### config.mk
export PLATFORM = sky130hd
export DESIGN_NAME = yuvrgb_scale_mul
export DESIGN_NICKNAME = d
export VERILOG_FILES = /design/src/sv/yuvrgb_pkg.sv /design/src/sv/yuvrgb_scale_mul.sv
export SDC_FILE = /design/constraint.sdc
export NUM_CORES = 2
export LEC_CHECK = 0
export BUFFER_PORTS_ARGS = -buffer_cell sky130_fd_sc_hd__buf_2
export CORE_AREA = 3 3 196 389
export CTS_CLUSTER_DIAMETER = 200
export DETAILED_ROUTE_END_ITERATION = 7
export DIE_AREA = 0 0 199 392
export SKIP_CTS_REPAIR_TIMING = 1
export SLEW_MARGIN = 20
export SYNTH_ARGS = -nofsm -noshare
export SYNTH_HDL_FRONTEND = slang
export SYNTH_SLANG_ARGS = --single-unit
### constraint.sdc
create_clock -name clk -period 9.1 [get_ports clk]
set_input_delay 0.91 -clock clk [delete_from_list [all_inputs] [get_ports clk]]
set_output_delay 0.91 -clock clk [all_outputs]
set_load 0.1 [all_outputs]
### src/sv/yuvrgb_pkg.sv
// ----------------------------------------------------------------------------
// yuvrgb_pkg
// Shared codes, gain constants and pipeline control types for the Y'UV to
// R'G'B' / Y'CbCr pixel converter.
// ----------------------------------------------------------------------------
package yuvrgb_pkg;

  localparam int GAIN_FRAC_BITS_DEF = 24;

  // width of the Q16 matrix constants
  localparam int KQ_W   = 34;
  localparam int KQ_NUM = 8;

  typedef enum logic [1:0] {
    FMT_RGB48  = 2'd0,
    FMT_YCC444 = 2'd1,
    FMT_GRAY16 = 2'd2
  } out_fmt_t;

  typedef enum logic [1:0] {
    CFG_OUTPUT_FORMAT = 2'd0,
    CFG_BLACK_LEVEL   = 2'd1,
    CFG_WHITE_LEVEL   = 2'd2
  } cfg_reg_t;

  typedef enum logic [2:0] {
    G_RGB_Y = 3'd0,
    G_R_V   = 3'd1,
    G_G_U   = 3'd2,
    G_G_V   = 3'd3,
    G_B_U   = 3'd4,
    G_YC_Y  = 3'd5,
    G_CB    = 3'd6,
    G_CR    = 3'd7
  } gain_sel_t;

  // load enables of the multiplier lane stages
  typedef struct packed {
    logic s2;
    logic s3;
    logic s4;
  } mul_en_t;

  // load enables of the mixing and output stages
  typedef struct packed {
    logic s5;
    logic s6;
    logic s7;
  } mix_en_t;

  // matrix and range constants in Q16, rounded
  function automatic logic [KQ_W-1:0] kq_of(input logic [2:0] sel);
    logic [KQ_W-1:0] kq;
    unique case (sel)
      G_RGB_Y: kq = 34'd4294901760;
      G_R_V:   kq = 34'd4895685503;
      G_G_U:   kq = 34'd1694948620;
      G_G_V:   kq = 34'd2493714450;
      G_B_U:   kq = 34'd8727506660;
      G_YC_Y:  kq = 34'd3674210304;
      G_CB:    kq = 34'd4309698535;
      G_CR:    kq = 34'd3055484452;
      default: kq = '0;
    endcase
    return kq;
  endfunction

endpackage

### src/sv/yuvrgb_scale_mul.sv
// ----------------------------------------------------------------------------
// yuvrgb_scale_mul
// One scaling lane: sign * floor(|s| * gain / 2^16) over three stages
// (partial products, product sum, sign).
// ----------------------------------------------------------------------------
module yuvrgb_scale_mul
  import yuvrgb_pkg::*;
#(
  parameter int GW = KQ_W + GAIN_FRAC_BITS_DEF - 16
) (
  input  logic                 clk,
  input  mul_en_t              en,
  input  logic [16:0]          mag,
  input  logic                 neg,
  input  logic [GW-1:0]        gain,
  output logic signed [GW:0]   scaled
);

  logic [32:0]          lo_r;
  logic [GW:0]          hi_r;
  logic                 neg2_r;
  logic [GW-1:0]        sum_r;
  logic                 neg3_r;
  logic signed [GW:0]   res_r;
  logic [GW:0]          sum_nxt;

  // split the gain so each product stays narrow
  always_ff @(posedge clk) begin
    if (en.s2) begin
      lo_r   <= 33'(mag) * 33'(gain[15:0]);
      hi_r   <= (GW+1)'(mag) * (GW+1)'(gain[GW-1:16]);
      neg2_r <= neg;
    end
  end

  assign sum_nxt = hi_r + (GW+1)'(lo_r >> 16);

  always_ff @(posedge clk) begin
    if (en.s3) begin
      sum_r  <= sum_nxt[GW-1:0];
      neg3_r <= neg2_r;
    end
  end

  always_ff @(posedge clk) begin
    if (en.s4) begin
      res_r <= neg3_r ? -$signed({1'b0, sum_r}) : $signed({1'b0, sum_r});
    end
  end

  assign scaled = res_r;

endmodule

Word-level counts from Yosys, hierarchy flattened
Index checks and enable logic that the tools add are counted.
{"block": "word_totals", "mem_bits_rw": 0, "rom_bits": 0, "latch_bits": 0, "wordCells": 12, "regBits": 162, "in_bits": 64, "output_inout_bits": 43, "n_memories": 0}
{"block": "classes", "n_addsub": 2, "n_mux": 1, "multipliers": 2, "n_eq_ne": 0, "n_shift": 0, "n_reduce_logical": 0, "n_bitwise": 0, "order_cmp": 0, "div": 0}
{"op": "negation 42 -> 43 bit", "count": 1}
{"op": "adder 42 x 17 -> 42 bit", "count": 1}
{"op": "multiplier 17 x 26 -> 42 bit", "count": 1}
{"op": "two-way mux 42 bit", "count": 1}
{"op": "multiplier 17 x 16 -> 33 bit", "count": 1}

Logic depth before layout (Yosys ltp)
{"block": "logic_depth", "depth_word": 2, "mapped_depth": 24, "mapped_depth_nobuf": 22}

Worst setup path after synthesis
No wires, ideal clock.
{"block": "synth_timing", "kind": "input -> register", "startpoint": "input mag[9]", "endpoint": "register hi_r[39] (data pin)", "path_stages": 23, "setup_ns": 0.263, "arrival_ns": 6.439, "path_slack_ns": 2.399, "n_path_buf": 2, "required_ns": 8.837, "path_cell_list": "clkbuf_1 > clkbuf_1 > nand2_1 > fa_1 > inv_1 > fa_1 > inv_1 > fa_1 > inv_1 > fa_1 > fa_1 > inv_1 > fa_1 > inv_1 > ha_1 > nand4_1 > a2111oi_0 > a221oi_1 > o21ai_1 > a21oi_1 > o221ai_1 > a311oi_1 > xnor2_1"}
{"block": "synth_between", "elab_chain_cells": 1}
{"item": "from (decl)", "line_no": "yuvrgb_scale_mul.sv:13", "text": "input logic [16:0] mag,"}
{"item": "multiplier 17 x 26 -> 42 bit", "line_no": "yuvrgb_scale_mul.sv:31", "text": "hi_r <= (GW+1)'(mag) * (GW+1)'(gain[GW-1:16]);"}
{"item": "to (signal assigned)", "line_no": "yuvrgb_scale_mul.sv:31"}
{"item": "to (decl)", "line_no": "yuvrgb_scale_mul.sv:20", "text": "logic [GW:0] hi_r;"}
Every way passes these cells.
A chain may end at the register's enable or synchronous reset.

Worst setup path in the final report
{"block": "layout_timing", "startpoint": "input mag[8]", "endpoint": "register hi_r[39] (data pin)"}
The elaborated chain is that of the path after synthesis.

==> impl_metrics.tcl <==
set metrics [dict create \
    worst_slack_ns 1.72 \
    grt_max_degree 61 \
    drv_slew 0 \
    crit_fanout 42 \
    setup_viol 0 \
    finalNetCount 4025 \
    status "finished clean" \
    insertion_delay_ns 0.49 \
    die_w_um 199 \
    drive_gt1_share_pct 4.99 \
    timing.fmax_mhz 135 \
    cp_slowest_cell "buf_2" \
    synth_adder_area_share_pct 48.8 \
    path_depth 22 \
    vias_per_cell 5.26 \
    synthDistinctLibCells 57 \
    crit_path_max_incr_delay_ns 0.84 \
    portBuffers 106 \
    crit_chain "buf_2 > nand2_1 > fa_1 > inv_1 > fa_1 > inv_1 > fa_1 > inv_1 > fa_1 > fa_1 > inv_1 > fa_1 > inv_1 > ha_1 > nand4_1 > a2111oi_0 > a221oi_1 > o21ai_1 > a21oi_1 > o221ai_1 > a311oi_1 > xnor2_1" \
    syn_to_final_growth_pct 6.67 \
    io_pins 107 \
    post-route-util_pct 42.1 \
    synth_compound_area_share_pct 5.46 \
    cp-endpoint "hi_r[39]" \
    cts_buffer_depth 3 \
    crit_buf_inv 6 \
    synth_edf_count 146 \
    drc 0 \
    synthTopCellsByCount "727 x inv_1, 566 x fa_1, 531 x nand2_1, 258 x and2_1, 233 x ha_1" \
    post-route-min-period_ns 7.38 \
    grt_pass1_vias 24500 \
    drt_iter0_markers 987 \
    required_ns 9.33 \
    worst_setup_path_end_kind "flip-flop" \
    grt_usage_pct 22.1 \
    first_pass_iters 5 \
    critPathTopFamily "adder cells" \
    cp.arrival_ns 7.62 \
    relSlewSlack_pct 22.7 \
    seq_area_frac_synth_pct 15.0 \
    numCtsBuffers 25 \
    htreeDepth 4 \
    fin_skew_ns 0.0396 \
    globalRouteOverflowTotal 0 \
    max_cap_violations 0 \
    synthArstFlopShare_pct 0 \
    grt_pass1_wl_mm 131 \
    antenna_found_initial 4 \
    syn_avg_cell_area_um2 9.26 \
    rsz0062_at_grt "false" \
    vias 21600 \
    crit_start "mag[8]" \
    tns_ns 0 \
    cts_tree "built" \
    synth_cells 3154 \
    die_h_um 392 \
    clk_pin_slew_ns 0.06 \
    final.period_utilization_pct 81.1 \
    synth_mux_area_share_pct 0 \
    hold_start "neg2_r" \
    syn_nets 4017 \
    ys_ff_latch 146 \
    yosys.area.top_type "fa_1" \
    start_kind "input pin" \
    yosys_warnings 0 \
    start_util_pct 39.5 \
    hp-class "reg -> reg" \
    ff2ff_path_depth 8 \
    wl_mm 82.3 \
    place.gp.congestion 0.906 \
    synth-xor-area-share_pct 4.17 \
    synth.top_cells.by_area "fa_1 39%, edfxtp_1 15%, ha_1 10%" \
    syn-cell-area_mm2 0.0292 \
    dp_worst_setup_slack_ns 1.19 \
    coreArea_mm2 0.0739 \
    fp-row-count 141 \
    wl_per_cell_um 20.1 \
    hold_viol_final 0 \
    yosysMostFrequentCell "inv_1" \
    reg2reg_from "lo_r[22]" \
    fill_cells 7263 \
    worst_pin_slew_ns 1.16 \
    critPathKind "in -> reg" \
    synthSimpleGateAreaFrac_pct 15.4 \
    netlist.area_leader.share_pct 38.8 \
    cts_root_buf "clkbuf_16" \
    antenna_left 0 \
    hpwl_mm 66.4 \
    die-area_mm2 0.0780 \
    synth_top_family_by_area "adder cells" \
    path_common_cell "fa_1" \
    ys.flop_type "edfxtp_1" \
    clkSinkCount 146 \
    reg2reg_slack_ns 5.34 \
    rr_endpoint "sum_r[39]" \
]
## layer usage
metal / share of wire [%] / GRT usage [%] / up-vias
met5: 0.026 / 0 / -
met4: 9.0 / 16.0 / 4
met3: 4.2 / 2.29 / 337
met2: 54 / 41.9 / 742
met1: 33 / 22.0 / 11000
li1: - / - / 9494
## metrics by stage
step	hold WS, ns	cell area [µm²]	std cells
2_1_floorplan	0.400	29200	3154
5_1_grt	0.447	31200	4097
3_5_place_dp	0.407	30500	4064
6_report	0.426	31200	4098
4_1_cts	0.431	31100	4096
3_3_place_gp	0.408	30500	4064
## worst reg2reg max path, delay by kind of cell (launching register included)
kind            cells  cell delay [ns]
compound gates      5             2.26
simple gates        1             0.15
xor+xnor            1             0.18
fa+ha+maj           1             0.41
flops               1             0.47
## cell usage in the layout (no fill, tap or decap), types with 7 or more instances in the layout
cell type  netlist  layout
inv_1          727     727
o21ai_0         42      42
a31oi_1          7       7
nand2_1        531     531
buf_2            0     106
o21ai_1         11      11
fa_1           566     566
xor2_1          30      30
ha_1           233     233
and3_1          13      13
nor2_1          52      52
xnor2_1        109     109
clkbuf_16        0      25
or4_1            7       7
nor3_1          10      10
edfxtp_1       146     146
o21bai_1        11      11
nand4_1         21      21
nand3_1         24      24
a21oi_1         85      85
and2_1         258     258
a21o_1          34      34
o31ai_1         11      11
buf_4            0      16
nand2b_1         7       7
## sequential cells by signal, summed over array words and instances (netlist names)
register / count
hi_r: 42
lo_r: 17
neg2_r: 1
neg3_r: 1
scaled: 43
sum_r: 42
## cell families after synthesis
logic type               Yosys count
flip-flops                       146
adder cells (fa/ha/maj)          799
AO/OA/AOI/OAI                    252
buffers and inverters            868
XOR/XNOR                         139
AND/OR/NAND/NOR                  950
## worst min-delay path by stage
stage                     endpoint  slack (ns)  depth (start not counted)
after floorplan             neg3_r        0.40                          0
after global placement      neg3_r        0.41                          0
after detailed placement    neg3_r        0.41                          0
after CTS                   neg3_r        0.43                          0
after global routing        neg3_r        0.45                          0
final                       neg3_r        0.43                          0
## area by class of cell
type                    count  area [µm²]  share of cell area (%)
repair buffers            122         651                    2.09
multi-input cells        2140       21600                    69.2
inverters                 727        2730                    8.76
clock inverters             5        26.3                  0.0843
flip-flops and latches    146        4380                    14.1
well taps                 929        1160                    3.73
clock buffers              27         633                    2.03
diodes                      2        5.00                  0.0161
Power is not shown: default switching activity piles up to over one toggle a cycle in this logic, so the estimate is an artifact.
