==> config.mk <==
export PLATFORM = sky130hd
export DESIGN_NAME = yuvrgb_gain_calc
export DESIGN_NICKNAME = d
export VERILOG_FILES = /design/src/sv/yuvrgb_pkg.sv /design/src/sv/yuvrgb_gain_calc.sv
export SDC_FILE = /design/constraint.sdc
export NUM_CORES = 1
export LEC_CHECK = 0
export BUFFER_PORTS_ARGS = -buffer_cell sky130_fd_sc_hd__buf_2
export CORE_MARGIN = 5
export CORE_UTILIZATION = 60
export CTS_BUF_LIST = sky130_fd_sc_hd__clkbuf_2
export CTS_CLUSTER_SIZE = 30
export DETAILED_ROUTE_END_ITERATION = 16
export PLACE_DENSITY = 0.89
export SLEW_MARGIN = 15
export SYNTH_ARGS = -nofsm -noshare
export SYNTH_HDL_FRONTEND = slang
export SYNTH_SLANG_ARGS = --single-unit
==> constraint.sdc <==
create_clock -name clk -period 8 [get_ports clk]
set_input_delay 0.4 -clock clk [delete_from_list [all_inputs] [get_ports clk]]
set_output_delay 0.4 -clock clk [all_outputs]
set_load 0.01 [all_outputs]
==> src/sv/yuvrgb_pkg.sv <==
// ----------------------------------------------------------------------------
// yuvrgb_pkg
// Shared codes, gain constants and pipeline control types for the Y'UV to
// R'G'B' / Y'CbCr pixel converter.
// ----------------------------------------------------------------------------
package yuvrgb_pkg;

  localparam int GAIN_FRAC_BITS_DEF = 24;

  // width of the Q16 matrix constants
  localparam int KQ_W   = 34;
  localparam int KQ_NUM = 8;

  typedef enum logic [1:0] {
    FMT_RGB48  = 2'd0,
    FMT_YCC444 = 2'd1,
    FMT_GRAY16 = 2'd2
  } out_fmt_t;

  typedef enum logic [1:0] {
    CFG_OUTPUT_FORMAT = 2'd0,
    CFG_BLACK_LEVEL   = 2'd1,
    CFG_WHITE_LEVEL   = 2'd2
  } cfg_reg_t;

  typedef enum logic [2:0] {
    G_RGB_Y = 3'd0,
    G_R_V   = 3'd1,
    G_G_U   = 3'd2,
    G_G_V   = 3'd3,
    G_B_U   = 3'd4,
    G_YC_Y  = 3'd5,
    G_CB    = 3'd6,
    G_CR    = 3'd7
  } gain_sel_t;

  // load enables of the multiplier lane stages
  typedef struct packed {
    logic s2;
    logic s3;
    logic s4;
  } mul_en_t;

  // load enables of the mixing and output stages
  typedef struct packed {
    logic s5;
    logic s6;
    logic s7;
  } mix_en_t;

  // matrix and range constants in Q16, rounded
  function automatic logic [KQ_W-1:0] kq_of(input logic [2:0] sel);
    logic [KQ_W-1:0] kq;
    unique case (sel)
      G_RGB_Y: kq = 34'd4294901760;
      G_R_V:   kq = 34'd4895685503;
      G_G_U:   kq = 34'd1694948620;
      G_G_V:   kq = 34'd2493714450;
      G_B_U:   kq = 34'd8727506660;
      G_YC_Y:  kq = 34'd3674210304;
      G_CB:    kq = 34'd4309698535;
      G_CR:    kq = 34'd3055484452;
      default: kq = '0;
    endcase
    return kq;
  endfunction

endpackage

==> src/sv/yuvrgb_gain_calc.sv <==
// ----------------------------------------------------------------------------
// yuvrgb_gain_calc
// Works out the eight channel gains round(Kq * 2^P / range) with one shared
// restoring divider, one quotient bit per cycle, one gain after another.
// ----------------------------------------------------------------------------
module yuvrgb_gain_calc
  import yuvrgb_pkg::*;
#(
  parameter int GAIN_FRAC_BITS = GAIN_FRAC_BITS_DEF,
  localparam int P  = GAIN_FRAC_BITS - 16,
  localparam int GW = KQ_W + P
) (
  input  logic          clk,
  input  logic          rst_n,
  input  logic          restart,
  input  logic [15:0]   black_level,
  input  logic [15:0]   white_level,
  output logic [GW-1:0] gain [KQ_NUM],
  output logic          gains_ok
);

  localparam int DW = KQ_W + 1 + P;
  localparam int CW = $clog2(DW);

  typedef enum logic [1:0] {
    ST_IDLE,
    ST_LOAD,
    ST_DIV
  } state_t;

  state_t        state_r;
  logic [2:0]    idx_r;
  logic [CW-1:0] cnt_r;
  logic [DW-1:0] dvd_r;
  logic [15:0]   rem_r;
  logic [GW-1:0] gain_r [KQ_NUM];

  logic [15:0]   range;
  logic [16:0]   trial;
  logic [16:0]   trial_sub;
  logic          ge;
  logic [15:0]   rem_nxt;
  logic [DW-1:0] dvd_nxt;
  logic [DW-1:0] dvd_init;

  // an empty level range counts as a range of one
  assign range = (white_level > black_level) ? (white_level - black_level) : 16'd1;

  assign dvd_init  = (DW'(kq_of(idx_r)) << P) + DW'(range >> 1);
  assign trial     = {rem_r, dvd_r[DW-1]};
  assign trial_sub = trial - {1'b0, range};
  assign ge        = (trial >= {1'b0, range});
  assign rem_nxt   = ge ? trial_sub[15:0] : trial[15:0];
  // quotient bits shift in where the dividend bits leave
  assign dvd_nxt   = {dvd_r[DW-2:0], ge};

  always_ff @(posedge clk) begin
    if (!rst_n) begin
      state_r <= ST_LOAD;
      idx_r   <= '0;
      cnt_r   <= '0;
    end else if (restart) begin
      state_r <= ST_LOAD;
      idx_r   <= '0;
    end else begin
      unique case (state_r)
        ST_IDLE: begin
        end
        ST_LOAD: begin
          dvd_r   <= dvd_init;
          rem_r   <= '0;
          cnt_r   <= CW'(DW - 1);
          state_r <= ST_DIV;
        end
        ST_DIV: begin
          dvd_r <= dvd_nxt;
          rem_r <= rem_nxt;
          cnt_r <= cnt_r - 1'b1;
          if (cnt_r == '0) begin
            gain_r[idx_r] <= dvd_nxt[GW-1:0];
            if (idx_r == 3'(KQ_NUM - 1)) begin
              state_r <= ST_IDLE;
            end else begin
              idx_r   <= idx_r + 1'b1;
              state_r <= ST_LOAD;
            end
          end
        end
        default: state_r <= ST_IDLE;
      endcase
    end
  end

  assign gain     = gain_r;
  assign gains_ok = (state_r == ST_IDLE);

endmodule

# Word-level counts from Yosys, hierarchy flattened
# Memories as Yosys holds them, arrays and structs flattened. A register that Yosys moved wholly into a read port is not among the register bits.
# Cells that the tools add are included.
[op_classes]
add_sub_neg = 5
n_lt_le_gt_ge = 4
eq_ne = 4
muxes = 13
bitwise_logic = 5
n_reduce_logical = 10
[op_table]
columns = ["op", "count"]
rows = [
  ["bitwise mux 336 bit", 1],
  ["demux 42 bit (select 3 bit)", 1],
  ["one-hot mux 43 bit (2 select lines)", 1],
  ["adder 42 x 15 -> 43 bit", 1],
  ["two-way mux 42 bit", 1],
  ["two-way mux 16 bit", 2],
  ["one-hot mux 16 bit (2 select lines)", 1],
  ["subtractor 16 bit", 2],
  [">= comparator 17 x 16 -> 1 bit", 1],
  ["> comparator 16 bit", 1],
  ["one-hot mux 6 bit (2 select lines)", 1],
  ["zero test 6 bit", 1],
  ["two-way mux 3 bit", 2],
  ["one-hot mux 2 bit (3 select lines)", 1],
  ["AND reduction 3 bit", 2],
  ["subtractor 6 x 1 -> 6 bit, second input constant", 1],
  [">= comparator 4 bit, second input constant", 1],
  ["< comparator 4 x 1 -> 1 bit, second input constant", 1],
  ["inverter 1 bit", 4],
  ["inverter 3 -> 4 bit", 1],
  ["AND reduction 2 bit", 2],
  ["AND reduction 4 bit", 1],
  ["adder 3 x 1 -> 3 bit, second input constant", 1],
  ["== test 3 bit, second input constant", 1],
  ["other kinds (9)", 9],
]
[word_totals]
register_bits = 406
mem_bits_ro = 272
input_bits = 35
word_cells = 55
n_memories = 1
[mem_list]
columns = ["memory", "words", "word_bits", "rd", "rd_ports_with_merged_regs", "wr", "line_no", "text"]
rows = [
  ["(name not given)", 8, 34, 1, 1, 0, "yuvrgb_pkg.sv:54", "unique case (sel)"],
]

# Depth between registers and ports, before layout
[logic_depth]
depth_word = 6
ltp_mapped = 22
depth_no_buf = 20

# Worst setup path after synthesis
# OpenSTA, ideal clock, no wires.
[synth_timing]
path_kind = "flip-flop to flip-flop"
start = "reg state_r[0]"
end = "reg gain_r (netlist bit gain[294]) (enable)"
t_arrival_ns = 4.476
required_time_ns = 7.506
slack_ns = 3.031
stages_incl_launch_ff = 7
path_buffers = 0
period_less_slack_ns = 4.969
cell_sequence = "dfxtp_1 inv_1 ha_1 inv_2 or4b_4 or3_1 nor3_1"
[synth_between]
elab_chain_len = 2
[synth_rtl]
columns = ["item", "line_no", "text"]
rows = [
  ["from (decl)", "yuvrgb_gain_calc.sv:31", "state_t state_r;"],
  ["from (signal assigned)", "yuvrgb_gain_calc.sv:59", "state_r <= ST_LOAD;"],
  ["from (signal assigned)", "yuvrgb_gain_calc.sv:63", "state_r <= ST_LOAD;"],
  ["from (signal assigned)", "yuvrgb_gain_calc.sv:73", "state_r <= ST_DIV;"],
  ["== test 2 bit", "yuvrgb_gain_calc.sv:66", "unique case (state_r)"],
  ["AND reduction 4 bit (no source line)", "-", ""],
  ["to (signal, indexed assignment)", "yuvrgb_gain_calc.sv:80", "gain_r[idx_r] <= dvd_nxt[GW-1:0];"],
  ["to (decl)", "yuvrgb_gain_calc.sv:36", "logic [GW-1:0] gain_r [KQ_NUM];"],
]
# No other way between the ends.
# A chain may end at the register's enable or synchronous reset.

# Worst setup path in the final report
[layout_timing]
start = "in black_level[0]"
end = "reg dvd_r[24], data pin"
[layout_between]
elab_chain_len = 4
[layout_rtl]
columns = ["item", "line_no", "text"]
rows = [
  ["from (decl)", "yuvrgb_gain_calc.sv:16", "input logic [15:0] black_level,"],
  ["subtractor 16 bit / > comparator 16 bit (equally long branches)", "yuvrgb_gain_calc.sv:47", "assign range = (white_level > black_level) ? (white_level - black_level) : 16'd1;"],
  ["two-way mux 16 bit *", "yuvrgb_gain_calc.sv:47", ""],
  ["adder 42 x 15 -> 43 bit *", "yuvrgb_gain_calc.sv:49", "assign dvd_init = (DW'(kq_of(idx_r)) << P) + DW'(range >> 1);"],
  ["one-hot mux 43 bit (2 select lines) *", "yuvrgb_gain_calc.sv:66", ""],
  ["to (signal assigned)", "yuvrgb_gain_calc.sv:70", "dvd_r <= dvd_init;"],
  ["to (signal assigned)", "yuvrgb_gain_calc.sv:76", "dvd_r <= dvd_nxt;"],
  ["to (decl)", "yuvrgb_gain_calc.sv:34", "logic [DW-1:0] dvd_r;"],
]
# Every way passes the cells marked *; elsewhere a longest branch is shown, timed or not.

==> metrics.md <==
| Metric | Value |
|---|---|
| Status | `finished clean` |
| Cell area after synthesis | `0.0166 sq mm` |
| Ys flop type | `edfxtp_1` |
| H-tree depth | `3` |
| Synth Area in Compound Gates | `0.0624` |
| Flops & latches, synth | `435` |
| Vias per cell | `5.51` |
| DRT Pass-1 Iters | `8` |
| Avg WL per Cell | `20.7 um` |
| Initial antenna violation count | `1` |
| Worst Setup Start Kind | `input pin` |
| Max_slew headroom | `0.375` |
| Final worst path period share | `0.545` |
| Post-synthesis simple-gate area fraction | `0.0774` |
| Gr usage total | `0.255` |
| CTS Hold Bufs | `3` |
| Die H | `176 um` |
| Post-synthesis mux area share | `0.00746` |
| Crit path kind | `in2reg` |
| Overflow after GRT | `0` |
| Top-level I/O count | `372` |
| CTS resizes | `0` |
| Worst EP required | `8610 ps` |
| Maxcap violations | `0` |
| Synth Area in XOR/XNOR | `0.0269` |
| Min Tclk post-route | `4360 ps` |
| Die area | `0.0311 sq mm` |
| Largest family of logic cells by synthesized area | `simple AND/OR/NAND/NOR gates` |
| Post-synthesis instance total | `1060` |
| Postcts setup bufs | `0` |
| Clk_skew | `63.2 ps` |
| Post-synth EDFFs | `395` |
| First-pass GRT wire length | `60900 um` |
| Layout cells sized above 1 | `0.347` |
| Row count | `60` |
| Fill count | `1684` |
| Post-route ant nets | `0` |
| Asr flop ratio synth | `0` |
| CTS tree | `built` |
| P per Cell Area | `209 mW/mm^2` |
| Chip Width | `176 um` |
| Register area share after synthesis | `0.763` |
| Syn Area/Cell | `15.7 sq um` |
| Fin Setup TNS | `0 ps` |
| Design Area, Final | `0.0198 sq mm` |
| PortBufs | `371` |
| GR Util met2 | `0.458` |
| CTS root buf | `clkbuf_2` |
| Synth Area in Adders | `0.0436` |
| Largest net degree at the start of global routing | `94` |
| Worst-Margin Slew | `937 ps` |
| Grt met3 use | `0.0589` |
| VDD IR max | `103 uV` |
| FMAX | `0.229 GHz` |
| DP Worst Slack | `2880 ps` |
| Detail Placement HPWL | `28000 um` |
| Fin nets | `1608` |
| Drt initial violations | `975` |
| Net count after synthesis | `1151` |
| Hold Path Class | `in2reg` |
| Hold_ws | `220 ps` |
| TritonCTS Buffers | `94` |
| Vias in the first global route | `10893` |
| Clk slew on worst S/H paths | `120 ps` |
| Longest Clk Path Bufs | `3` |
| Final setup vio count | `0` |
| Gpl congestion | `0.926` |
| Clk sinks | `435` |
| Data arrival time of the critical path | `4970 ps` |
| Max FO, Critical Path | `22` |
| DRC errors left | `0` |
| Static leakage power | `7.72 nW` |
| Ys Warns | `0` |
| RSZ-0062 raised after global routing | `false` |
| DR vias | `10795` |
| Clock insertion delay at the later pin of the skew report | `880 ps` |
| Final Worst Setup Slack | `3640 ps` |
| Placed Area | `0.0189 sq mm` |
| GR peak layer | `met2` |
| Synth cell types | `65` |
| Final Max Tran Viols | `0` |
| Final hold violations | `0` |
| Setup crit end kind | `flip-flop` |
| Layout area overhead | `19.5%` |
| Initial Util | `0.612` |
| Core Box Area | `0.0271 sq mm` |
| Met1 GRT Util | `0.299` |
| DRT Wirelength | `40600 um` |
## critical path, cell delays in order
cell and delay, ps:
buf_2 100, ha_1 210, fa_1 410, nor2b_1 140
o21ai_1 100, a211oi_1 440, o2111ai_1 140, a21oi_1 170
buf_4 270, nand2_1 130, inv_1 70, ha_1 160
inv_1 60, fa_1 400, nor2b_1 170, o21a_1 150
o21ai_0 140, a21oi_1 760, nand3_1 220, xor2_1 200
o21ai_0 110
## cell type report
cell class,instances,area (sq um),area share
sequential,435,12700,0.639
tap,372,465,0.0235
inverter,46,188,0.00947
antenna,1,2.50,0.000126
multi-input combinational,555,3680,0.186
timing repair buffer,385,1970,0.0993
clock inverter,32,200,0.0101
clock buffer,132,661,0.0333
## cell usage in the layout, fill, tap and decap left out, types with 11 or more instances in the layout
master / n
ha_1: 52
nand2_1: 103
dfxtp_1: 40
nor2_1: 40
clkbuf_2: 132
and3_1: 11
nand2b_1: 16
o21ai_0: 67
nand3_1: 22
nand4_1: 11
xor2_1: 35
buf_2: 371
clkinv_1: 21
buf_4: 11
inv_1: 42
xnor2_1: 16
edfxtp_1: 395
a21oi_1: 47
## path summary, 6_finish.rpt
path                                         startpoint               endpoint  slack, ps  cells after the start
worst max-delay path                     black_level[0]    dvd_r[24]$_DFFE_PP_       3640                     21
worst min-delay path                     black_level[1]     dvd_r[0]$_DFFE_PP_        220                      4
worst max register to register  state_r[0]$_SDFFE_PN1P_    gain[329]$_DFFE_PP_       4580                      7
worst min register to register    cnt_r[1]$_SDFFE_PN0P_  cnt_r[1]$_SDFFE_PN0P_        510                      2
## flip-flops by register name, summed over array words and instances (netlist names), named ones only
register	flops
rem_r	16
state_r	2
cnt_r	6
gain	336
dvd_r	43
idx_r	3
## cells by family after synthesis
group	Yosys count
flops	435
simple gates	263
compound gates	174
buf+inv	70
fa+ha+maj	56
xor+xnor	51
mux	11
## per-stage QoR
step	total power, mW	std cells	utilization
floorplan	2.79	1060	-
global placement	2.86	1790	0.699
detailed placement	2.87	1790	0.699
CTS	4.16	1957	0.731
global route	4.33	1958	0.732
finish	4.13	1958	0.732
## power breakdown
group          internal, mW  switching (mW)  leakage (nW)  total (mW)
clock network         0.514           0.794         0.637        1.31
registers              2.49          0.0317          3.86        2.52
logic                 0.119           0.183          3.22       0.303
total                  3.13            1.01          7.72        4.13
## per-layer routing
metal | share of wire | wire length (um) | up-vias
li1 | - | - | 4917
met1 | 0.36 | 14800 | 5185
met2 | 0.53 | 21400 | 611
met3 | 0.077 | 3130 | 82
met4 | 0.033 | 1330 | 0
met5 | 0 | 0 | -
## synth_stat cells (all sizes together) (3+ instances only)
library cell	count	area, sq um
and2	7	43.8
a211oi	4	30.0
edfxtp	395	11900
xor2	35	307
o21a	9	67.6
a31oi	3	18.8
o21bai	3	22.5
nor2b	8	50.1
a21o	10	75.1
nor4	4	25.0
a21oi	47	235
or3	3	18.8
a21boi	4	30.0
ha	53	663
nor2	50	214
o21ai	69	345
mux2i	10	113
nand2	103	387
clkbuf	14	52.6
and4	5	43.8
nand3b	3	22.5
fa	3	60.1
nand2b	16	100
o31ai	7	52.6
dfxtp	40	801
buf	10	77.6
xnor2	16	140
inv	44	168
nor3	13	81.3
nand3	22	110
and3	11	68.8
or2	6	37.5
nand4	11	68.8
No activity file was read; power rests on OpenSTA's default activity.
