`config.mk`:
```
export PLATFORM = sky130hd
export DESIGN_NAME = yuvrgb_mix
export DESIGN_NICKNAME = d
export VERILOG_FILES = /design/src/sv/yuvrgb_pkg.sv /design/src/sv/yuvrgb_mix.sv
export SDC_FILE = /design/constraint.sdc
export NUM_CORES = 1
export LEC_CHECK = 0
export ABC_AREA = 1
export ABC_CLOCK_PERIOD_IN_PS = 3200
export CAP_MARGIN = 20
export CORE_MARGIN = 3
export CORE_UTILIZATION = 33
export DETAILED_ROUTE_END_ITERATION = 8
export DONT_BUFFER_PORTS = 1
export HOLD_SLACK_MARGIN = 0.1
export PLACE_DENSITY = 0.54
export RECOVER_POWER = 50
export SLEW_MARGIN = 20
export SYNTH_ARGS = -nofsm -noshare
export SYNTH_HDL_FRONTEND = slang
export SYNTH_SLANG_ARGS = --single-unit
```
`constraint.sdc`:
```
create_clock -name clk -period 3.2 [get_ports clk]
set_input_delay 0.16 -clock clk [delete_from_list [all_inputs] [get_ports clk]]
set_output_delay 0.16 -clock clk [all_outputs]
set_load 0.02 [all_outputs]
```
`src/sv/yuvrgb_pkg.sv`:
```
// ----------------------------------------------------------------------------
// yuvrgb_pkg
// Shared codes, gain constants and pipeline control types for the Y'UV to
// R'G'B' / Y'CbCr pixel converter.
// ----------------------------------------------------------------------------
package yuvrgb_pkg;

  localparam int GAIN_FRAC_BITS_DEF = 24;

  // width of the Q16 matrix constants
  localparam int KQ_W   = 34;
  localparam int KQ_NUM = 8;

  typedef enum logic [1:0] {
    FMT_RGB48  = 2'd0,
    FMT_YCC444 = 2'd1,
    FMT_GRAY16 = 2'd2
  } out_fmt_t;

  typedef enum logic [1:0] {
    CFG_OUTPUT_FORMAT = 2'd0,
    CFG_BLACK_LEVEL   = 2'd1,
    CFG_WHITE_LEVEL   = 2'd2
  } cfg_reg_t;

  typedef enum logic [2:0] {
    G_RGB_Y = 3'd0,
    G_R_V   = 3'd1,
    G_G_U   = 3'd2,
    G_G_V   = 3'd3,
    G_B_U   = 3'd4,
    G_YC_Y  = 3'd5,
    G_CB    = 3'd6,
    G_CR    = 3'd7
  } gain_sel_t;

  // load enables of the multiplier lane stages
  typedef struct packed {
    logic s2;
    logic s3;
    logic s4;
  } mul_en_t;

  // load enables of the mixing and output stages
  typedef struct packed {
    logic s5;
    logic s6;
    logic s7;
  } mix_en_t;

  // matrix and range constants in Q16, rounded
  function automatic logic [KQ_W-1:0] kq_of(input logic [2:0] sel);
    logic [KQ_W-1:0] kq;
    unique case (sel)
      G_RGB_Y: kq = 34'd4294901760;
      G_R_V:   kq = 34'd4895685503;
      G_G_U:   kq = 34'd1694948620;
      G_G_V:   kq = 34'd2493714450;
      G_B_U:   kq = 34'd8727506660;
      G_YC_Y:  kq = 34'd3674210304;
      G_CB:    kq = 34'd4309698535;
      G_CR:    kq = 34'd3055484452;
      default: kq = '0;
    endcase
    return kq;
  endfunction

endpackage

```
`src/sv/yuvrgb_mix.sv`:
```
// ----------------------------------------------------------------------------
// yuvrgb_mix
// Luma clamp, matrix sums and offsets, then the final clamp to 16 bits and
// the padding and gray overrides; the last stage is the output register.
// ----------------------------------------------------------------------------
module yuvrgb_mix
  import yuvrgb_pkg::*;
#(
  parameter int GAIN_FRAC_BITS = GAIN_FRAC_BITS_DEF,
  localparam int P  = GAIN_FRAC_BITS - 16,
  localparam int SW = KQ_W + P + 1
) (
  input  logic                 clk,
  input  mix_en_t              en,
  input  logic [1:0]           fmt,
  input  logic                 pad,
  input  logic signed [SW-1:0] lane_y,
  input  logic signed [SW-1:0] lane_v,
  input  logic signed [SW-1:0] lane_u,
  input  logic signed [SW-1:0] lane_gu,
  input  logic signed [SW-1:0] lane_gv,
  output logic [15:0]          comp_first,
  output logic [15:0]          comp_second,
  output logic [15:0]          comp_third
);

  localparam int AW = SW + 2;
  localparam logic signed [SW-1:0] RY_MAX = signed'(SW'(65535) << P);
  localparam logic signed [AW-1:0] OFS_Y  = signed'(AW'(4096) << P);
  localparam logic signed [AW-1:0] OFS_C  = signed'(AW'(32768) << P);

  logic                 is_rgb;
  logic                 is_ycc;

  logic signed [SW-1:0] ry5_r;
  logic signed [AW-1:0] tg5_r;
  logic signed [SW-1:0] v5_r;
  logic signed [SW-1:0] u5_r;
  logic                 pad5_r;
  logic signed [SW-1:0] ry_nxt;

  logic signed [AW-1:0] f6_r;
  logic signed [AW-1:0] s6_r;
  logic signed [AW-1:0] t6_r;
  logic                 pad6_r;

  logic [15:0]          first_r;
  logic [15:0]          second_r;
  logic [15:0]          third_r;
  logic [15:0]          lo;
  logic [15:0]          hi;
  logic [15:0]          f_cl;
  logic [15:0]          s_cl;
  logic [15:0]          t_cl;

  assign is_rgb = (fmt == FMT_RGB48);
  assign is_ycc = (fmt == FMT_YCC444);

  function automatic logic [15:0] clamp16(input logic signed [AW-1:0] v,
                                          input logic [15:0] lo_v,
                                          input logic [15:0] hi_v);
    logic signed [AW-1:0] lo_x;
    logic signed [AW-1:0] hi_x;
    logic [15:0]          r;
    lo_x = signed'(AW'(lo_v) << P);
    hi_x = signed'(AW'(hi_v) << P);
    if (v < lo_x) begin
      r = lo_v;
    end else if (v > hi_x) begin
      r = hi_v;
    end else begin
      r = v[P +: 16];
    end
    return r;
  endfunction

  // rgb luma is clamped before the matrix; other formats pass it unchanged
  always_comb begin
    ry_nxt = lane_y;
    if (is_rgb) begin
      if (lane_y < 0) begin
        ry_nxt = '0;
      end else if (lane_y > RY_MAX) begin
        ry_nxt = RY_MAX;
      end
    end
  end

  always_ff @(posedge clk) begin
    if (en.s5) begin
      ry5_r  <= ry_nxt;
      tg5_r  <= AW'(lane_gu) + AW'(lane_gv);
      v5_r   <= lane_v;
      u5_r   <= lane_u;
      pad5_r <= pad;
    end
  end

  always_ff @(posedge clk) begin
    if (en.s6) begin
      if (is_rgb) begin
        f6_r <= AW'(ry5_r) + AW'(v5_r);
        s6_r <= AW'(ry5_r) - tg5_r;
        t6_r <= AW'(ry5_r) + AW'(u5_r);
      end else begin
        f6_r <= AW'(ry5_r) + OFS_Y;
        s6_r <= AW'(u5_r) + OFS_C;
        t6_r <= AW'(v5_r) + OFS_C;
      end
      pad6_r <= pad5_r;
    end
  end

  assign lo   = is_rgb ? 16'd0 : 16'd256;
  assign hi   = is_rgb ? 16'd65535 : 16'd65216;
  assign f_cl = clamp16(f6_r, lo, hi);
  assign s_cl = clamp16(s6_r, lo, hi);
  assign t_cl = clamp16(t6_r, lo, hi);

  always_ff @(posedge clk) begin
    if (en.s7) begin
      if (is_rgb) begin
        first_r  <= pad6_r ? 16'd0 : f_cl;
        second_r <= pad6_r ? 16'd0 : s_cl;
        third_r  <= pad6_r ? 16'd0 : t_cl;
      end else if (is_ycc) begin
        first_r  <= pad6_r ? 16'd4096 : f_cl;
        second_r <= pad6_r ? 16'd32768 : s_cl;
        third_r  <= pad6_r ? 16'd32768 : t_cl;
      end else begin
        first_r  <= pad6_r ? 16'd4096 : f_cl;
        second_r <= 16'd0;
        third_r  <= 16'd0;
      end
    end
  end

  assign comp_first  = first_r;
  assign comp_second = second_r;
  assign comp_third  = third_r;

endmodule

```
* Yosys cells after proc, flatten, opt, wreduce, memory -nomap -nowiden *
Index checks and enable logic that the tools add are counted.
Widths: inputs -> output; s select.

word-level totals
  output and inout port bits = 48
  word-level logic and storage cells = 54
  flip-flop bits (word level) = 359

cells by class
  add/subtract/negate cells = 7
  reduce and logical (&&, ||, !) cells = 1
  muxes and demuxes = 25
  equal/unequal tests = 1
  $lt $le $gt $ge = 8

operator list
  operator                count
  $mux 16                 17
  $gt 45x25->1            3
  $lt 45x18->1            3
  $mux 45                 3
  $add 43x43->44          3
  $mux 43                 3
  $add 43x25->44 const B  2
  $sub 43x45->45          1
  $add 43x22->44 const B  1
  $gt 43x25->1 const B    1
  $lt 43x1->1 const B     1
  $mux 9                  2
  $eq 2x1->1 const B      1
  $logic_not 2->1         1

* Logic depth before layout (Yosys ltp) *
Gate-level depths: netlist (run 1).

  depth after elaboration = 8
  mapped depth = 19
  mapped depth without buffers = 16

* Least setup slack after synthesis (run 1) *
OpenSTA, ideal clock, no wires.

  kind = in2reg
  start = input port fmt[0]
  end = register third_r[3] (netlist: comp_third[3]), data pin
  stages on the path = 19
  library setup time = 0.258 ns
  arrival = 2.375 ns
  required time = 2.942 ns
  setup slack = 0.566 ns
  cell sequence = nor2_1 -> inv_1 -> buf_2 -> clkbuf_1 -> buf_2 -> ha_1 -> inv_1 -> nand2_1 -> nor2_1 -> nand2_1 -> nor2_1 -> nand3_1 -> nand2_1 -> inv_1 -> nand2_1 -> inv_1 -> buf_4 -> nor2_1 -> nor2_1

between the ends
  elaborated cells on any way between the ends = 12

RTL lines
  element                 RTL line           text
  start: declaration      yuvrgb_mix.sv:15   input logic [1:0] fmt,
  $logic_not 2->1 *       yuvrgb_mix.sv:56   assign is_rgb = (fmt == FMT_RGB48);
  $mux 9 *                yuvrgb_mix.sv:114  assign lo = is_rgb ? 16'd0 : 16'd256;
  named net lo[8]         yuvrgb_mix.sv:50   logic [15:0] lo;
  $lt 45x18->1 *          yuvrgb_mix.sv:67   if (v < lo_x) begin
  $mux 16 *               yuvrgb_mix.sv:67
  $mux 16                 yuvrgb_mix.sv:129  third_r <= pad6_r ? 16'd32768 : t_cl;
  $mux 16                 yuvrgb_mix.sv:126  end else if (is_ycc) begin
  $mux 16 *               yuvrgb_mix.sv:122  if (is_rgb) begin
  end signal: assignment  yuvrgb_mix.sv:125  third_r <= pad6_r ? 16'd0 : t_cl;
  end signal: assignment  yuvrgb_mix.sv:129
  end: declaration        yuvrgb_mix.sv:49   logic [15:0] third_r;

The timed path passes the listed nets; every way through them passes the cells marked *.
A chain may end at the register's enable or synchronous reset.

* Worst setup path in the final report (run 1) *
  start = register ry5_r[1]
  end = register s6_r[32], data pin

between the ends
  longest elaborated chain between the ends = 2

RTL lines
  element                   RTL line           text
  start: declaration        yuvrgb_mix.sv:35   logic signed [SW-1:0] ry5_r;
  start signal: assignment  yuvrgb_mix.sv:91   ry5_r <= ry_nxt;
  $sub 43x45->45            yuvrgb_mix.sv:103  s6_r <= AW'(ry5_r) - tg5_r;
  $mux 45                   yuvrgb_mix.sv:101  if (is_rgb) begin
  end signal: assignment    yuvrgb_mix.sv:103
  end signal: assignment    yuvrgb_mix.sv:107  s6_r <= AW'(u5_r) + OFS_C;
  end: declaration          yuvrgb_mix.sv:43   logic signed [AW-1:0] s6_r;

Every way passes these cells.

==> reports/results.ini, run 1 <==
[floorplanning]
fp.dieH_um=303
dieArea_um2=91600
dieWidth_um=303
initial_core_util_pct=33.4
io_pins=270
rows=108
coreArea_um2=87000

[outcome]
violations=hold timing
status=finished, violations left

[detailed_routing]
postRouteAntennaNets=0
vias=27600
wl_per_cell_um=19.1
dr.first_iter.drc_count=1901
viasPerCell=4.89
dr.pass1.iters=5
drc_errors=0
drt_wl_total_mm=108

[grt]
grt_usage_pct=23.3
grt_pass1_wl_mm=160
first_global_vias=27200
grt_max_degree=175
antenna_found_initial=2
grt_overflow=0

[sta]
clock_skew_ps=28.5
maxSlewViolCount=0
fin_crit_ps=2910
setup_ws_ps=293
hold_slack_ps=-307
final-hold-violation-count=308
fin_tns_setup_ps=0
finalCritPeriodShare_pct=90.8
rsz0062_at_grt=no
worstMarginPinSlew_ps=758
max_freq_ghz=0.344
final-setup-viol-count=0
slew_headroom_pct=49.3

[placed_design]
hpwlAfterDp_mm=88.0
dpl_cell_area_um2=30500
dp_slack_ps=377
gp_congestion=0.978
port_buffers=0

[pwr]
leakage_nw=16.4
power_density_nw_per_um2=490
ir_drop_mv=0.436

[cts]
ctsResizeCount=0
clk_latency_ps=600
cts.sinks=356
cts_buffers=43
clk_path_buf_depth=3
root_buffer=clkbuf_16
cts_tree=yes
cts_hold_buf=211
cts_htree_levels=2
clkTransAtPathRegs_ps=70

[final_layout]
nets=4890
areaGrowthSynthToFinish_pct=17.3
drive_gt1_share_pct=2.76
final_area_um2=34000
num-fill-cells=9303
final_cell_mix=1,441 x nand2_1, 729 x inv_1, 510 x nor2_1, 356 x edfxtp_1, 243 x nand3_1
layout_commonest_cell=nand2_1
final_core_util_pct=39.1

[critical_path]
cp-end-kind=flop
crit_type=reg -> reg
path_max_fanout=5
r2r_end=s6_r[32]
crit_top_cell=nand2_1
crit_slowest_cell=fa_1
max_stage_delay_ps=520
rrSetupSlack_ps=290
start_kind=flop
crit_required_ps=3530
critPathArrivalTime_ps=3240
crit_chain=inv_1, fa_1, inv_1, nand3_1, nand3_1, nand2_1, nand2_1, nand2_1, nand3_1, nand2_1, nand2_1, nand2_1, nand3_1, nand2_1
r2r_start=ry5_r[1]
reg2reg_depth=14

[synthesis]
avgSynthCellArea_um2=6.87
synthDistinctLibCells=41
yosysWarnings=0
netlist_area_um2=29000
syn_nets=4651
syn-instance-count=4225
yosys_register_bits=356
synth_seq_area_share_pct=36.8

[worst_hold_path]
min_path_type=in -> reg
hold-path-endpoint=f6_r[3]
whs_path_depth=0
hp-start=en[1]

[run]
cap_violations=0

synthesized netlist by cell type:
cell | instances | share of area, %
xor2_1 | 54 | 1.6
buf_4 | 2 | 0.052
o21ai_1 | 4 | 0.069
nand3_1 | 243 | 4.2
o211ai_1 | 2 | 0.052
nand4_2 | 1 | 0.043
xnor2_1 | 54 | 1.6
nor3_1 | 32 | 0.55
or2_2 | 14 | 0.30
nor2_4 | 3 | 0.12
buf_2 | 8 | 0.14
o22ai_1 | 2 | 0.043
nor4_1 | 10 | 0.22
a31oi_1 | 7 | 0.15
fa_1 | 4 | 0.28
a21o_1 | 7 | 0.18
clkbuf_1 | 22 | 0.28
a21oi_1 | 223 | 3.8
nor2_2 | 5 | 0.11
nor2_1 | 511 | 6.6
a31o_2 | 2 | 0.060
inv_1 | 730 | 9.4
nor3b_1 | 1 | 0.026
inv_2 | 3 | 0.039
buf_6 | 1 | 0.039
and3_1 | 1 | 0.022
o21bai_1 | 25 | 0.65
nand2_2 | 4 | 0.086
or2_1 | 3 | 0.065
o2111ai_1 | 1 | 0.030
ha_1 | 200 | 8.6
o21a_1 | 11 | 0.28
nand2_1 | 1441 | 19
nand4_1 | 56 | 1.2
a21boi_0 | 1 | 0.026
and2_1 | 6 | 0.13
nand3b_1 | 35 | 0.91
buf_1 | 5 | 0.065
nor3_2 | 2 | 0.069
edfxtp_1 | 356 | 37
o21ai_0 | 133 | 2.3
final cells by class:
| class | instances | area [µm²] | share of cell area, % |
|---|---|---|---|
| antenna | 4 | 10.0 | 0.0294 |
| clock buffer | 48 | 1120 | 3.28 |
| clock inverter | 30 | 312 | 0.915 |
| inverter | 733 | 2760 | 8.10 |
| multi-input combinational | 3098 | 15400 | 45.3 |
| sequential | 356 | 10700 | 31.4 |
| tap | 1155 | 1450 | 4.25 |
| timing repair buffer | 232 | 2290 | 6.72 |
metrics by stage:
step	total power [mW]	hold WS, ps	std cells
finish	16.7	-307	5656
global route	17.7	-338	5653
CTS	16.8	-342	5652
detailed placement	11.4	259	5363
global placement	11.4	259	5363
floorplan	9.72	259	4225
state kept, by name, indices dropped and copies added (netlist names):
signal,count
s6_r,45
f6_r,44
t6_r,44
tg5_r,44
ry5_r,43
u5_r,43
v5_r,43
comp_first,16
comp_second,16
comp_third,16
pad5_r,1
pad6_r,1
power breakdown:
part           leakage (nW)  switching (mW)  internal [mW]
clock network         0.683            2.09           2.93
logic                  12.2            3.49           1.89
registers              3.51           0.529           5.74
total                  16.4            6.11           10.6
cells by family after synthesis:
group / Yosys count / share of synthesized area, %
compound gates: 418 / 7.68
xor+xnor: 108 / 3.26
fa+ha+maj: 204 / 8.90
simple gates: 2368 / 33.3
flops: 356 / 36.8
buf+inv: 771 / 10.1
timing repair:
action                                  CTS  global route
endpoints found under the setup margin    0             0
hold endpoints to repair                535           308
buffers inserted                          0             0
worst max-delay path by stage:
stage | cells after the start | from | slack (ps) | endpoint
after floorplan | 19 | fmt[0] | 570 | comp_third[3]
after global placement | 14 | ry5_r[1] | 430 | f6_r[40]
after detailed placement | 14 | ry5_r[1] | 380 | f6_r[40]
after CTS | 14 | ry5_r[1] | 340 | f6_r[40]
after global routing | 14 | ry5_r[1] | 140 | s6_r[32]
final | 14 | ry5_r[1] | 290 | s6_r[32]
critical path: cells and delay by family, from the launching register on:
kind	cells	cell delay, ps
adder cells (fa/ha/maj)	1	520
AND/OR/NAND/NOR	11	1260
flip-flops	1	490
buffers and inverters	2	360
per-layer routing:
metal / vias to the layer above / routed length, µm / track usage, %
li1: 14000 / - / -
met1: 12700 / 45600 / 29.2
met2: 760 / 52500 / 41.2
met3: 180 / 6080 / 2.70
met4: 0 / 4120 / 8.22
met5: - / 0 / 0
Note: power is estimated with default switching activity, not from simulation.
==> inputs of run 2 (changes only) <==
- ABC_AREA: 1 -> not set
==> run 2 against run 1 <==
  * Final area is 7.0% lower
  * Critical endpoint is now t6_r[43]
  * Utilization is 4.9 points higher
  * Largest cell class unchanged
  * Register-to-register slack worse by 300 ps
  * Global-route usage is 3.7 points lower
  * Fmax is 9.5% lower
  * Synthesized area is 17% lower
  * Count of clock-buffer cells in the layout is 2 lower
  * The run ends with hold timing, setup timing left
  * Clock power is 1% higher
==> reports/results.ini, run 2 <==
[synthesis]
synth_flop_cell=edfxtp_1  ; unchanged
synth_most_common_cell=edfxtp_1  ; was nand2_1
yosysWarnings=0  ; unchanged
syn-instance-count=2473  ; was 4,225
synth_area_leader_cell=edfxtp_1  ; unchanged
netlist_area_um2=24100  ; was 29,000 µm²
synthArstFlopShare_pct=0  ; unchanged
synthTopCellsByArea=edfxtp_1 44%, ha_1 10%, nand2_1 4.6%  ; was edfxtp_1 37%, nand2_1 19%, inv_1 9.4%
avgSynthCellArea_um2=9.75  ; was 6.87 µm²
synth_seq_area_share_pct=44.3  ; was 36.8%
yosys-top-cells-count=356 x edfxtp_1, 298 x nand2_1, 207 x a21oi_1  ; was 1,441 x nand2_1, 730 x inv_1, 511 x nor2_1
synthDistinctLibCells=75  ; was 41
syn_nets=2899  ; was 4,651
synth_top_cell_area_share_pct=44.3  ; was 36.8%
yosys_register_bits=356  ; unchanged
synth_edf_count=356  ; unchanged

[worst_hold_path]
min_path_type=in -> reg  ; unchanged
hp-start=en[2]  ; was en[1]
hold-path-endpoint=v5_r[42]  ; was f6_r[3]
whs_path_depth=0  ; unchanged

[critical_path]
crit_required_ps=3510  ; was 3530 ps
rrSetupSlack_ps=-10  ; was 290 ps
critPathArrivalTime_ps=3520  ; was 3240 ps
crit_type=reg -> reg  ; unchanged
path_max_fanout=4  ; was 5
r2r_end=t6_r[43]  ; was s6_r[32]
reg2reg_depth=12  ; was 14
r2r_start=ry5_r[3]  ; was ry5_r[1]
cp-end-kind=flop  ; unchanged
start_kind=flop  ; unchanged

[run]
cap_violations=0  ; unchanged

[detailed_routing]
vias=20400  ; was 27,600
viasPerCell=5.21  ; was 4.89
drt_wl_total_mm=77.6  ; was 108 mm
wl_per_cell_um=19.8  ; was 19.1 µm
dr.first_iter.drc_count=1277  ; was 1,901
dr.pass1.iters=5  ; unchanged
drc_errors=0  ; unchanged
postRouteAntennaNets=0  ; unchanged

[placed_design]
hpwlAfterDp_mm=58.8  ; was 88.0 mm
port_buffers=0  ; unchanged
gp_congestion=0.879  ; was 0.978

[sta]
setup_ws_ps=-10.6  ; was 293 ps
maxSlewViolCount=0  ; unchanged
final-hold-violation-count=192  ; was 308
hold_slack_ps=-260  ; was -307 ps
final-setup-viol-count=1  ; was 0
fin_crit_ps=3210  ; was 2910 ps
worstMarginPinSlew_ps=737  ; was 758 ps
finalCritPeriodShare_pct=100  ; was 90.8%
rsz0062_at_grt=yes  ; was no
max_freq_ghz=0.311  ; was 0.344 GHz
slew_headroom_pct=50.9  ; was 49.3%
clock_skew_ps=19.9  ; was 28.5 ps

[floorplanning]
coreArea_um2=72000  ; was 87,000 µm²
fp.dieH_um=276  ; was 303 µm
dieArea_um2=76400  ; was 91,600 µm²
initial_core_util_pct=33.5  ; was 33.4%
io_pins=270  ; unchanged
rows=98  ; was 108
dieWidth_um=276  ; was 303 µm

[final_layout]
multi_input_area_um2=13600  ; was 15,400 µm²
layout_commonest_cell=edfxtp_1  ; was nand2_1
seq_area_um2=10700  ; unchanged
final_cell_mix=356 x edfxtp_1, 295 x nand2_1, 242 x buf_4, 236 x dlygate4sd3_1, 188 x o21ai_0  ; was 1,441 x nand2_1, 729 x inv_1, 510 x nor2_1, 356 x edfxtp_1, 243 x nand3_1
final_core_util_pct=44.0  ; was 39.1%
num-fill-cells=6786  ; was 9,303
largest_register_ffs=45  ; unchanged
nets=3355  ; was 4,890
areaGrowthSynthToFinish_pct=31.2  ; was 17.3%
max_flop_register=s6_r  ; unchanged
drive_gt1_share_pct=16.0  ; was 2.76%

[cts]
clk_path_buf_depth=3  ; unchanged
root_buffer=clkbuf_16  ; unchanged
cts.sinks=356  ; unchanged
cts_htree_levels=2  ; unchanged
clkTransAtPathRegs_ps=60  ; was 70 ps
cts_tree=yes  ; unchanged
cts_buffers=42  ; was 43
cts_hold_buf=237  ; was 211
clk_latency_ps=570  ; was 600 ps

[grt]
first_global_vias=20700  ; was 27,200
grt_max_degree=175  ; unchanged
grt_pass1_wl_mm=118  ; was 160 mm
grt_usage_pct=19.5  ; was 23.3%
grt_overflow=0  ; unchanged
antenna_found_initial=2  ; unchanged

[pwr]
power_density_nw_per_um2=528  ; was 490 nW/µm²
leakage_nw=12.8  ; was 16.4 nW
ir_drop_mv=0.389  ; was 0.436 mV

[outcome]
status=finished, violations left  ; unchanged
violations=hold timing, setup timing  ; was hold timing

==> run 2: changes by cell type in the layout (fill, tap and decap cells not counted), moves of 38 or more <==
cell     change
nand3_1    -189
xnor2_1     +62
nor2_1     -336
xor2_1      +38
a21oi_1     -43
nand2_1   -1146
buf_4      +221
a21o_1      +87
o21ai_0     +55
inv_1      -639
==> run 2: how the worst max path moves through the flow <==
stage	from	end	slack [ps]	cells after the start
final	ry5_r[3]	t6_r[43]	-10	12
after global routing	ry5_r[0]	s6_r[40]	-100	14
after CTS	ry5_r[7]	f6_r[41]	-40	13
after detailed placement	ry5_r[2]	s6_r[39]	-410	12
after global placement	ry5_r[2]	s6_r[43]	-310	12
after floorplan	fmt[0]	comp_second[15]	10	15
==> run 2: where the power goes <==
part	switching, mW	total (mW)	internal, mW	leakage (nW)
registers	0.418	6.18	5.76	3.51
clock network	2.02	5.08	3.05	0.707
logic	2.87	5.47	2.60	8.54
total	5.31	16.7	11.4	12.8
==> run 2: cell families after synthesis <==
kind of cell    count (synthesis)  synth area share [%]
simple gates                  819                  16.1
compound gates                714                  18.4
flops                         356                  44.3
xor+xnor                      209                  7.59
fa+ha+maj                     204                  10.7
buf+inv                       166                  2.60
mux                             5                 0.218
==> run 2: repair_timing <==
action	4_1_cts	5_1_grt
endpoints found under the hold margin	538	308
buffers inserted	7	20
setup endpoints to repair	37	57
gates resized for setup	53	110
pin swaps	19	46
==> run 2: layout make-up <==
class	instances	share of cell area [%]
antenna	1	0.00791
clock buffer	46	3.44
clock inverter	32	1.22
inverter	91	1.08
multi-input combinational	1951	43.1
sequential	356	33.8
tap	950	3.76
timing repair buffer	487	13.6
==> run 2: metrics by stage <==
stage               total power, mW  area [µm²]  worst slack [ps]  std cells  TNS, ps
floorplan                      9.20       24100              13.9       2473        0
global placement               10.9       26700              -314       3571    -3860
detailed placement             10.9       26700              -405       3571    -5430
CTS                            16.5       30900             -42.0       3893     -101
global route                   17.6       31700              -101       3913     -393
finish                         16.7       31700             -10.6       3914    -10.6
==> run 2: critical path, cell delays in order, from the launching register on <==
cell and delay (ps):
edfxtp_1 480, buf_6 170, ha_1 310, buf_4 130, nand4_1 160, nand3_2 200, a2111oi_4 90, or3_4 420
o31ai_4 330, a211oi_2 130, nor2_2 150, a31oi_1 100, a311o_1 280
==> run 2: per-layer routing <==
layer / global-route usage [%] / wire length [µm]
met5: 0 / 9
met3: 3.19 / 4160
met1: 26.9 / 35900
met2: 32.0 / 35700
met4: 4.85 / 1750
